==> src/rtl/core/imusc_pkg.sv <==
// Package for the IMU sample conditioner: beat types, configuration types and codes.
// No dependencies; every module file of the block imports it.
`timescale 1ns / 1ps

package imusc_pkg;

    localparam int NUM_AXES = 3;

    // Configuration register indexes.
    localparam logic [2:0] CFG_ACCEL_RANGE = 3'd0;
    localparam logic [2:0] CFG_GYRO_RANGE  = 3'd1;
    localparam logic [2:0] CFG_ORIENT      = 3'd2;
    localparam logic [2:0] CFG_GAIN_POS    = 3'd3;
    localparam logic [2:0] CFG_GAIN_NEG    = 3'd4;
    localparam logic [2:0] CFG_GYRO_BIAS   = 3'd5;

    // Orientation modes; the unused code behaves as native.
    localparam logic [1:0] ORIENT_NATIVE  = 2'd0;
    localparam logic [1:0] ORIENT_SWAP_XY = 2'd1;
    localparam logic [1:0] ORIENT_ROTATE  = 2'd2;

    localparam logic [47:0] GAIN_RESET = 48'h4000_4000_4000;

    // 250*pi/90 in Q20, rounded to nearest.
    localparam logic signed [24:0] GYRO_K_Q20 = 25'sd9150552;

    typedef struct packed {
        logic       command;
        logic [7:0] x_high_byte;
        logic [7:0] x_low_byte;
        logic [7:0] y_high_byte;
        logic [7:0] y_low_byte;
        logic [7:0] z_high_byte;
        logic [7:0] z_low_byte;
    } in_beat_t;

    typedef struct packed {
        logic               sensor_kind;
        logic signed [23:0] axis_x_out;
        logic signed [23:0] axis_y_out;
        logic signed [23:0] axis_z_out;
    } out_beat_t;

    typedef struct packed {
        logic [1:0]  accel_range_code;
        logic [1:0]  gyro_range_code;
        logic [1:0]  orientation_mode;
        logic [47:0] accel_gain_positive;
        logic [47:0] accel_gain_negative;
        logic [47:0] gyro_bias_packed;
    } cfg_t;

    typedef struct packed {
        logic adv_a;
        logic adv_b;
    } lane_ctl_t;

endpackage

==> src/rtl/core/imu_sample_conditioner_top.sv <==
// IMU sample conditioner: takes one beat per clock while the output is taken, and
// returns one result beat for each accepted beat. Its registers are the lane multiply
// stage, the lane rounding stage and the output register of the merging stage; each
// axis has its own 19 x 25 bit multiplier, so the throughput is one beat per cycle
// whenever the output is taken. Each stage moves on when the one after it is empty or
// moving, so bubbles close up and in_ready only drops while the output beat and both
// stages are held. The configuration port is always ready, and there is no clearing
// pass after reset. Depends on imusc_pkg, imusc_cfg, imusc_lane and imusc_merge.
`timescale 1ns / 1ps

module imu_sample_conditioner_top
    import imusc_pkg::*;
(
    input  logic        clk,
    input  logic        rst_n,
    input  logic        in_valid,
    output logic        in_ready,
    input  in_beat_t    in_data,
    output logic        out_valid,
    input  logic        out_ready,
    output out_beat_t   out_data,
    input  logic        cfg_valid,
    output logic        cfg_ready,
    input  logic [2:0]  cfg_index,
    input  logic [47:0] cfg_data
);

    cfg_t      cfg;
    lane_ctl_t ctl;
    logic      adv_out;

    logic a_valid_reg;
    logic a_valid_next;
    logic b_valid_reg;
    logic b_valid_next;
    logic kind_a_reg;
    logic kind_b_reg;

    logic [15:0]        raw [NUM_AXES];
    logic signed [23:0] lane_value [NUM_AXES];

    assign cfg_ready = 1'b1;

    imusc_cfg u_cfg (
        .clk      (clk),
        .rst_n    (rst_n),
        .wr_en    (cfg_valid & cfg_ready),
        .wr_index (cfg_index),
        .wr_data  (cfg_data),
        .cfg      (cfg)
    );

    always_comb
    begin
        adv_out      = !out_valid || out_ready;
        ctl.adv_b    = !b_valid_reg || adv_out;
        ctl.adv_a    = !a_valid_reg || ctl.adv_b;
        a_valid_next = ctl.adv_a ? in_valid : a_valid_reg;
        b_valid_next = ctl.adv_b ? a_valid_reg : b_valid_reg;
    end

    assign in_ready = ctl.adv_a;

    always_ff @(posedge clk or negedge rst_n)
    begin
        if (!rst_n)
        begin
            a_valid_reg <= 1'b0;
            b_valid_reg <= 1'b0;
        end
        else
        begin
            a_valid_reg <= a_valid_next;
            b_valid_reg <= b_valid_next;
        end
    end

    always_ff @(posedge clk)
    begin
        if (ctl.adv_a)
        begin
            kind_a_reg <= in_data.command;
        end
        if (ctl.adv_b)
        begin
            kind_b_reg <= kind_a_reg;
        end
    end

    assign raw[0] = {in_data.x_high_byte, in_data.x_low_byte};
    assign raw[1] = {in_data.y_high_byte, in_data.y_low_byte};
    assign raw[2] = {in_data.z_high_byte, in_data.z_low_byte};

    for (genvar a = 0; a < NUM_AXES; a++)
    begin : g_lane
        imusc_lane u_lane (
            .clk         (clk),
            .ctl         (ctl),
            .gyro        (in_data.command),
            .raw         (raw[a]),
            .accel_shift (cfg.accel_range_code),
            .gyro_shift  (cfg.gyro_range_code),
            .gain_pos    (cfg.accel_gain_positive[16*a +: 16]),
            .gain_neg    (cfg.accel_gain_negative[16*a +: 16]),
            .bias        (cfg.gyro_bias_packed[16*a +: 16]),
            .value       (lane_value[a])
        );
    end

    imusc_merge u_merge (
        .clk        (clk),
        .rst_n      (rst_n),
        .adv        (adv_out),
        .lane_valid (b_valid_reg),
        .kind       (kind_b_reg),
        .vx         (lane_value[0]),
        .vy         (lane_value[1]),
        .vz         (lane_value[2]),
        .mode       (cfg.orientation_mode),
        .beat_valid (out_valid),
        .beat       (out_data)
    );

endmodule

==> src/rtl/core/imusc_cfg.sv <==
// Configuration register file of the IMU sample conditioner.
// Depends on imusc_pkg for the register indexes and the cfg_t bundle.
`timescale 1ns / 1ps

module imusc_cfg
    import imusc_pkg::*;
(
    input  logic        clk,
    input  logic        rst_n,
    input  logic        wr_en,
    input  logic [2:0]  wr_index,
    input  logic [47:0] wr_data,
    output cfg_t        cfg
);

    cfg_t cfg_reg;
    cfg_t cfg_next;

    always_comb
    begin
        cfg_next = cfg_reg;
        if (wr_en)
        begin
            case (wr_index)
                CFG_ACCEL_RANGE: cfg_next.accel_range_code    = wr_data[1:0];
                CFG_GYRO_RANGE:  cfg_next.gyro_range_code     = wr_data[1:0];
                CFG_ORIENT:      cfg_next.orientation_mode    = wr_data[1:0];
                CFG_GAIN_POS:    cfg_next.accel_gain_positive = wr_data;
                CFG_GAIN_NEG:    cfg_next.accel_gain_negative = wr_data;
                CFG_GYRO_BIAS:   cfg_next.gyro_bias_packed    = wr_data;
                default:         cfg_next = cfg_reg;
            endcase
        end
    end

    always_ff @(posedge clk or negedge rst_n)
    begin
        if (!rst_n)
        begin
            cfg_reg.accel_range_code    <= 2'd1;
            cfg_reg.gyro_range_code     <= 2'd1;
            cfg_reg.orientation_mode    <= ORIENT_NATIVE;
            cfg_reg.accel_gain_positive <= GAIN_RESET;
            cfg_reg.accel_gain_negative <= GAIN_RESET;
            cfg_reg.gyro_bias_packed    <= 48'd0;
        end
        else
        begin
            cfg_reg <= cfg_next;
        end
    end

    assign cfg = cfg_reg;

endmodule

==> src/rtl/core/imusc_lane.sv <==
// One axis lane: range shift, gain or rad/s multiply, rounding and bias removal.
// Depends on imusc_pkg for the lane control bundle and the gyro constant.
`timescale 1ns / 1ps

module imusc_lane
    import imusc_pkg::*;
(
    input  logic               clk,
    input  lane_ctl_t          ctl,
    input  logic               gyro,
    input  logic [15:0]        raw,
    input  logic [1:0]         accel_shift,
    input  logic [1:0]         gyro_shift,
    input  logic [15:0]        gain_pos,
    input  logic [15:0]        gain_neg,
    input  logic [15:0]        bias,
    output logic signed [23:0] value
);

    localparam logic signed [43:0] ROUND_ACCEL = 44'sd1 <<< 13;
    localparam logic signed [43:0] ROUND_GYRO  = 44'sd1 <<< 19;

    logic [1:0]         shamt;
    logic signed [18:0] scaled;
    logic               positive;
    logic signed [24:0] coef;

    logic signed [43:0] prod_reg;
    logic signed [43:0] prod_next;
    logic               gyro_b_reg;
    logic [15:0]        bias_b_reg;

    logic signed [43:0] rounded;
    logic signed [23:0] bias_ext;
    logic signed [23:0] value_reg;
    logic signed [23:0] value_next;

    // Stage A: scale by the full-scale range and multiply.
    always_comb
    begin
        shamt    = gyro ? gyro_shift : accel_shift;
        scaled   = $signed({{3{raw[15]}}, raw}) <<< shamt;
        // A zero axis value takes the negative gain, as any non-positive one does.
        positive = !scaled[18] && (scaled != 19'sd0);
        coef     = gyro ? GYRO_K_Q20
                        : $signed({9'd0, (positive ? gain_pos : gain_neg)});
        prod_next = scaled * coef;
    end

    always_ff @(posedge clk)
    begin
        if (ctl.adv_a)
        begin
            prod_reg   <= prod_next;
            gyro_b_reg <= gyro;
            bias_b_reg <= bias;
        end
    end

    // Stage B: round half up and take the floor; gyro also drops its bias.
    always_comb
    begin
        rounded  = prod_reg + (gyro_b_reg ? ROUND_GYRO : ROUND_ACCEL);
        bias_ext = $signed({{8{bias_b_reg[15]}}, bias_b_reg});
        value_next = gyro_b_reg ? (rounded[43:20] - bias_ext) : rounded[37:14];
    end

    always_ff @(posedge clk)
    begin
        if (ctl.adv_b)
        begin
            value_reg <= value_next;
        end
    end

    assign value = value_reg;

endmodule

==> src/rtl/core/imusc_merge.sv <==
// Merging stage: remaps the three lane results by orientation and holds the output beat.
// Depends on imusc_pkg for the output beat type and the orientation codes.
`timescale 1ns / 1ps

module imusc_merge
    import imusc_pkg::*;
(
    input  logic               clk,
    input  logic               rst_n,
    input  logic               adv,
    input  logic               lane_valid,
    input  logic               kind,
    input  logic signed [23:0] vx,
    input  logic signed [23:0] vy,
    input  logic signed [23:0] vz,
    input  logic [1:0]         mode,
    output logic               beat_valid,
    output out_beat_t          beat
);

    logic      valid_reg;
    logic      valid_next;
    out_beat_t beat_reg;
    out_beat_t beat_next;

    always_comb
    begin
        beat_next.sensor_kind = kind;
        case (mode)
            ORIENT_SWAP_XY:
            begin
                beat_next.axis_x_out = vy;
                beat_next.axis_y_out = vx;
                beat_next.axis_z_out = -vz;
            end
            ORIENT_ROTATE:
            begin
                beat_next.axis_x_out = vy;
                beat_next.axis_y_out = -vz;
                beat_next.axis_z_out = -vx;
            end
            default:
            begin
                beat_next.axis_x_out = vx;
                beat_next.axis_y_out = vy;
                beat_next.axis_z_out = vz;
            end
        endcase
        valid_next = adv ? lane_valid : valid_reg;
    end

    always_ff @(posedge clk or negedge rst_n)
    begin
        if (!rst_n)
        begin
            valid_reg <= 1'b0;
        end
        else
        begin
            valid_reg <= valid_next;
        end
    end

    always_ff @(posedge clk)
    begin
        if (adv)
        begin
            beat_reg <= beat_next;
        end
    end

    assign beat_valid = valid_reg;
    assign beat       = beat_reg;

endmodule

==> config.mk <==
export PLATFORM = sky130hd
export DESIGN_NAME = imu_sample_conditioner_top
export DESIGN_NICKNAME = d
export VERILOG_FILES = /design/src/rtl/core/imusc_pkg.sv /design/src/rtl/core/imu_sample_conditioner_top.sv /design/src/rtl/core/imusc_cfg.sv /design/src/rtl/core/imusc_lane.sv /design/src/rtl/core/imusc_merge.sv
export SDC_FILE = /design/constraint.sdc
export NUM_CORES = 2
export LEC_CHECK = 0
export ABC_AREA = 1
export BUFFER_PORTS_ARGS = -buffer_cell sky130_fd_sc_hd__clkbuf_2
export CORE_MARGIN = 5
export CORE_UTILIZATION = 55
export CTS_CLUSTER_DIAMETER = 100
export DETAILED_ROUTE_END_ITERATION = 10
export PLACE_DENSITY = 0.72
export SLEW_MARGIN = 20
export SYNTH_ARGS = -nofsm -noshare
export SYNTH_HDL_FRONTEND = slang
export SYNTH_HIERARCHICAL = 1
export SYNTH_SLANG_ARGS = --single-unit
==> constraint.sdc <==
create_clock -name clk -period 8.6 [get_ports clk]
set_input_delay 0 -clock clk [delete_from_list [all_inputs] [get_ports clk]]
set_output_delay 0 -clock clk [all_outputs]
set_load 0.03 [all_outputs]
# Yosys cells after proc, flatten, opt, wreduce, memory -nomap -nowiden
# Cells that the tools add are included.
# totals
word_cells	79
output_inout_bits	76
ff_bits	480
# classes
n_eq_ne	7
addsub	8
n_reduce_logical	22
mux	12
n_shift	3
multipliers	3
# ops
operator	count
2-to-1 mux 24 bit	6
one-hot mux 72 bit (2 select lines)	1
multiplier 19 x 25 -> 44 bit	3
adder 44 bit	2
subtractor 24 bit	3
nonzero test 19 bit	3
<<< shifter 16 x 2 -> 19 bit	3
2-to-1 mux 16 bit	3
negation 24 bit	2
adder 44 x 21 -> 44 bit	1
2-to-1 mux 20 bit	1
AND reduction 2 bit	6
equality test 3 x 2 -> 1 bit (second input constant)	2
equality test 3 bit (second input constant)	2
zero test 1 bit	6
equality test 3 x 1 -> 1 bit (second input constant)	1
logical AND 1 bit	3
zero test 3 bit	1
logical OR 1 bit	3
equality test 2 x 1 -> 1 bit (second input constant)	1
equality test 2 bit (second input constant)	1
2-to-1 mux 2 bit	1

# Longest topological paths before layout
# logic_depth
word_depth	7
ltp_mapped	47

# Cells and area by module
# Netlist, hierarchy kept.
# modules_own_cells
module	area_per_inst_um2	cells_each	instances	seq_area_each_um2
imusc_lane at g_lane[2].u_lane	18097.4	2205	1	2162.1
imusc_lane at g_lane[1].u_lane	18044.8	2224	1	2162.1
imusc_lane at g_lane[0].u_lane	17973.5	2196	1	2162.1
imusc_cfg	5808.1	657	1	3763.6
imusc_merge	4768.3	588	1	2217.1
imu_sample_conditioner_top	161.4	14	1	110.1

# Least setup slack after synthesis
# Ideal clock, no wire load.
# synth_path
path_kind	flip-flop to flip-flop
startpoint	reg u_cfg.cfg_reg (netlist bit u_cfg/cfg[148])
endpoint	reg g_lane[0].u_lane.prod_reg[43], data pin
setup_ps	252
path_stages_with_launch	38
arrival_time_ps	7460
path_slack_ps	888
period_less_slack_ps	7712
path_cell_list	dfstp_2 -> nand2_8 -> nand2_4 -> buf_6 -> nand2_1 -> nand2_1 -> nand2_1 -> nand2_2 -> nand3_1 -> nor2_1 -> nand3_2 -> nand2_2 -> inv_1 -> clkbuf_1 -> or2_2 -> nand3_1 -> buf_2 -> nor2_1 -> [... 2 more ...] -> fa_1 -> fa_1 -> inv_1 -> fa_1 -> fa_1 -> fa_1 -> fa_1 -> ha_1 -> a21oi_1 -> o21ai_0 -> a21oi_1 -> nor3_1 -> nor3_1 -> nand2_1 -> a21oi_1 -> inv_1 -> nand2_1 -> nand2_1
# synth_via
elab_chain_len	7
elab_cells_between_ends	8
cone_classes	mul: 1; shift: 1; mux: 3; reduce/logical: 3
# synth_rtl
item	line_no	source
start: declaration	imusc_cfg.sv:16	cfg_t cfg_reg;
start signal: assignment	imusc_cfg.sv:49	cfg_reg <= cfg_next;
2-to-1 mux 2 bit *	imusc_lane.sv:41	shamt = gyro ? gyro_shift : accel_shift;
<<< shifter 16 x 2 -> 19 bit *	imusc_lane.sv:42	scaled = $signed({{3{raw[15]}}, raw}) <<< shamt;
nonzero test 19 bit / zero test 1 bit (equally long branches)	imusc_lane.sv:44	positive = !scaled[18] && (scaled != 19'sd0);
logical AND 1 bit	imusc_lane.sv:44	
2-to-1 mux 16 bit	imusc_lane.sv:46	: $signed({9'd0, (positive ? gain_pos : gain_neg)});
2-to-1 mux 24 bit	imusc_lane.sv:45	coef = gyro ? GYRO_K_Q20
multiplier 19 x 25 -> 44 bit *	imusc_lane.sv:47	prod_next = scaled * coef;
via g_lane[0].u_lane.prod_next[43]	imusc_lane.sv:29	logic signed [43:0] prod_next;
end signal: assignment	imusc_lane.sv:54	prod_reg <= prod_next;
end: declaration	imusc_lane.sv:28	logic signed [43:0] prod_reg;
# Mark *: on every way through the listed nets, which the timed path passes. The rest lies on a longest branch.
# A chain may end at the register's enable or synchronous reset.

# Worst setup path in the final report
# layout_path
startpoint	reg u_cfg.cfg_reg (netlist bit u_cfg/cfg[146])
endpoint	reg g_lane[2].u_lane.prod_reg[31], data pin
# layout_via
elab_chain_len	7
elab_cells_between_ends	8
cone_classes	mul: 1; shift: 1; mux: 3; reduce/logical: 3
# layout_rtl
item	line_no
2-to-1 mux 2 bit *	imusc_lane.sv:41
<<< shifter 16 x 2 -> 19 bit *	imusc_lane.sv:42
nonzero test 19 bit / zero test 1 bit (equally long branches)	imusc_lane.sv:44
logical AND 1 bit	imusc_lane.sv:44
2-to-1 mux 16 bit	imusc_lane.sv:46
2-to-1 mux 24 bit	imusc_lane.sv:45
multiplier 19 x 25 -> 44 bit *	imusc_lane.sv:47
via g_lane[2].u_lane.prod_next[31]	imusc_lane.sv:29
end signal: assignment	imusc_lane.sv:54
end: declaration	imusc_lane.sv:28
# Marks and branches as above.

==> flow_metrics.py <==
metrics = {
    "grt": {
        "grt_overflow_total": 0,
        "grt_start_max_net_pins": 86,
        "antenna_found_initial": 1,
        "groute.usage.overall_pct": 31.6,
        "via_count_of_the_first_global_routing_pass": 55500,
        "grt_first_pass_wirelength_um": 310000,
    },
    "setup_path": {
        "critical_path.n_buffers_inverters": 7,
        "critical_path.most_common_cell": "sky130_fd_sc_hd__nand2_1",
        "crit_required_ns": 8.95,
        "critical_path.max_fanout": 15,
        "worst_ep_arrival_time_ns": 8.58,
        "worst_path_max_delay_cell": "sky130_fd_sc_hd__fa_1",
        "startpoint_type": "flip-flop",
        "end_kind": "flip-flop",
        "path_class": "flip-flop to flip-flop",
        "family_with_the_most_delay_on_the_worst_path": "adder cells",
        "crit_path_largest_cell_delay_ns": 0.58,
    },
    "floorplanning": {
        "die-width_um": 353,
        "start_util_pct": 55.1,
        "fp.coreArea_mm2": 0.118,
        "num_rows": 126,
        "pin_count": 181,
        "die_h_um": 353,
        "fp.dieArea_mm2": 0.125,
    },
    "sta": {
        "worst_slew_margin_rel_pct": 29.1,
        "whs_ns": -0.0367,
        "final_critical_path_setup_slack_ns": 0.371,
        "tns_ns": 0,
        "setup_viol_count_final": 0,
        "max_slew.worst_pin.slew_ns": 1.06,
        "report.final.slew_viol_count": 0,
        "report.final.hold_viol_count": 7,
        "timing.final.crit_period_ns": 8.23,
        "max_clock_freq_mhz": 122,
        "post-route-period-util_pct": 95.7,
        "fin_skew_ns": 0.0593,
    },
    "cells_and_area": {
        "finalCoreUtilization_pct": 60.5,
        "layout.cell_area.non_filler_mm2": 0.0712,
        "syn_to_final_growth_pct": 9.72,
        "post_route_cells_drive_above_1_share_pct": 9.66,
        "largest_reg_flops": 150,
        "final_nets": 9851,
    },
    "logic_synthesis": {
        "synth.area.top_cells": "sky130_fd_sc_hd__fa_1, sky130_fd_sc_hd__edfxtp_1, sky130_fd_sc_hd__ha_1",
        "synth.avg_cell_area_um2": 8.23,
        "synthesis.yosys.warnings": 6,
        "netlist_top_cells_count": "sky130_fd_sc_hd__nand2_1, sky130_fd_sc_hd__inv_1, sky130_fd_sc_hd__nor2_1",
        "postSynth.topFlopCell": "sky130_fd_sc_hd__edfxtp_1",
        "netlist_area_mm2": 0.0649,
        "ys_seq_elements": 444,
        "synthDominantAreaCellType": "sky130_fd_sc_hd__fa_1",
        "syn-instance-count": 7884,
        "seq_area_frac_synth_pct": 19.4,
        "ys_async_sr_fraction_pct": 34.5,
        "synth_edf_count": 291,
        "synth.distinct_cells": 71,
        "syn-num-nets": 9532,
        "cell_with_the_most_instances_after_synthesis": "sky130_fd_sc_hd__nand2_1",
        "post_synth_top_area_share_pct": 28.0,
    },
    "outcome": {
        "run_status": "finished, violations left",
        "failing_checks": "hold timing",
    },
    "clock_tree": {
        "cts.reportedPaths.clkPinSlew_ns": 0.06,
        "cts_buffer_depth": 3,
        "clk_root_buffer_cell": "sky130_fd_sc_hd__clkbuf_16",
        "htreeDepth": 2,
        "cts.sinks": 444,
        "cts_tree": "built",
        "clk_latency_ns": 0.63,
        "total_clock_buffers_created_by_cts": 47,
    },
    "drt": {
        "detailedRoute.firstIterationViolations": 5140,
        "dr.pass1.iters": 8,
        "detail_route.wl_per_cell_um": 20.2,
        "detailroute.via_count": 54200,
        "dr_vias_cell": 5.55,
        "route.antenna.remaining_nets": 0,
        "drt_wl_total_um": 197000,
        "remaining_drc_errors": 0,
    },
    "flow_run": {
        "cap_viol_max_count": 0,
    },
    "placement": {
        "dp_worst_setup_slack_ns": -0.0644,
        "port_buffers": 179,
        "routability_congestion_estimate_from_global_placement": 1.01,
        "hpwlAfterDp_um": 163000,
        "placed_area_mm2": 0.0683,
    },
    "worst_hold_path": {
        "worst_hold_path_type": "input pin to async pin",
    },
}
[cell usage in the layout (no fill, tap or decap), types with 32 or more instances in the layout]
cell / instances
sky130_fd_sc_hd__clkbuf_2: 178
sky130_fd_sc_hd__nor3_1: 32
sky130_fd_sc_hd__edfxtp_1: 291
sky130_fd_sc_hd__xor2_1: 137
sky130_fd_sc_hd__clkbuf_16: 47
sky130_fd_sc_hd__dlygate4sd3_1: 57
sky130_fd_sc_hd__or2_2: 53
sky130_fd_sc_hd__inv_1: 1559
sky130_fd_sc_hd__o21ai_0: 217
sky130_fd_sc_hd__nand3_2: 33
sky130_fd_sc_hd__dfrtp_1: 144
sky130_fd_sc_hd__buf_4: 217
sky130_fd_sc_hd__nand2_2: 51
sky130_fd_sc_hd__nor2_1: 907
sky130_fd_sc_hd__a21oi_1: 248
sky130_fd_sc_hd__fa_1: 903
sky130_fd_sc_hd__o21a_1: 36
sky130_fd_sc_hd__nand3_1: 358
sky130_fd_sc_hd__nand2_1: 1640
sky130_fd_sc_hd__ha_1: 631
sky130_fd_sc_hd__nand4_1: 44
sky130_fd_sc_hd__xnor2_1: 68
[worst paths after layout]
kind | from | to | slack (ns) | cells past startpoint
worst min register to register | kind_b_reg$_DFFE_PP_ | u_merge/beat[72]$_DFFE_PP_ | 0.42 | 0
worst max-delay path | u_cfg/cfg[146]$_DFFE_PN1P_ | g_lane[2].u_lane/prod_reg[31]$_DFFE_PP_ | 0.37 | 36
max in group asynchronous | rst_n | u_cfg/cfg[83]$_DFFE_PN0P_ | 7.05 | 3
worst max register to register | u_cfg/cfg[146]$_DFFE_PN1P_ | g_lane[2].u_lane/prod_reg[31]$_DFFE_PP_ | 0.37 | 36
min in group clk | cfg_data[22] | u_cfg/cfg[118]$_DFFE_PN0P_ | 0.18 | 4
worst min-delay path | rst_n | u_cfg/cfg[116]$_DFFE_PN0P_ | -0.04 | 2
[worst register-to-register path: cells and delay by family (launching register included)]
family	cells	cell delay [ns]
xor gates and xnor gates	1	0.06
adders and majority gates	8	3.79
buffers and inverters	7	0.83
DFF	1	0.56
and+or+nand+nor	20	2.72
[timing repair]
action	in CTS	in global routing
setup buffers	0	27
hold buffers	57	0
endpoints found under the setup margin	8	60
cloned	0	2
endpoints found under the hold margin	252	0
pin swaps	0	10
resized for setup	7	103
[logic make-up (layout without fill, tap and decap cells)]
logic type                 after synthesis  after routing  synth area share [%]
other                                    7              9                0.0405
xor gates and xnor gates               206            206                  2.78
and+or+nand+nor                       3215           3215                  20.8
adders and majority gates             1543           1543                  40.3
AOI/OAI and AO/OA                      653            653                  5.76
DFF                                    444            444                  19.4
muxes                                    3              3                0.0482
buffers and inverters                 1813           2171                  10.9
[layout make-up]
class,count,area (µm²)
fillers,10500,46400
multi-input cells,5627,45600
flip-flops and latches,444,12600
inverters,1614,6130
repair buffers,467,3320
well taps,1536,1920
clock buffers,58,1260
clock inverters,30,337
repair inverters,2,12.5
diodes,2,5.00
[per-stage QoR]
stage,cells,hold WS (ns)
final,9780,-0.0367
after global routing,9778,0.0786
after CTS,9749,0.0331
after detailed placement,9604,0.105
after global placement,9604,0.107
after floorplan,7884,-0.296
[layer usage]
metal / global-route usage, % / part of all wire (%) / vias up
li1: - / - / 24900
met1: 43.0 / 41 / 26400
met2: 51.2 / 46 / 2495
met3: 6.48 / 9.5 / 422
met4: 10.4 / 3.9 / 0
met5: 0 / 0 / -
Power is left out: the tool's default activity adds up to more than one toggle a clock period on the data nets, which glitch-free logic cannot reach.
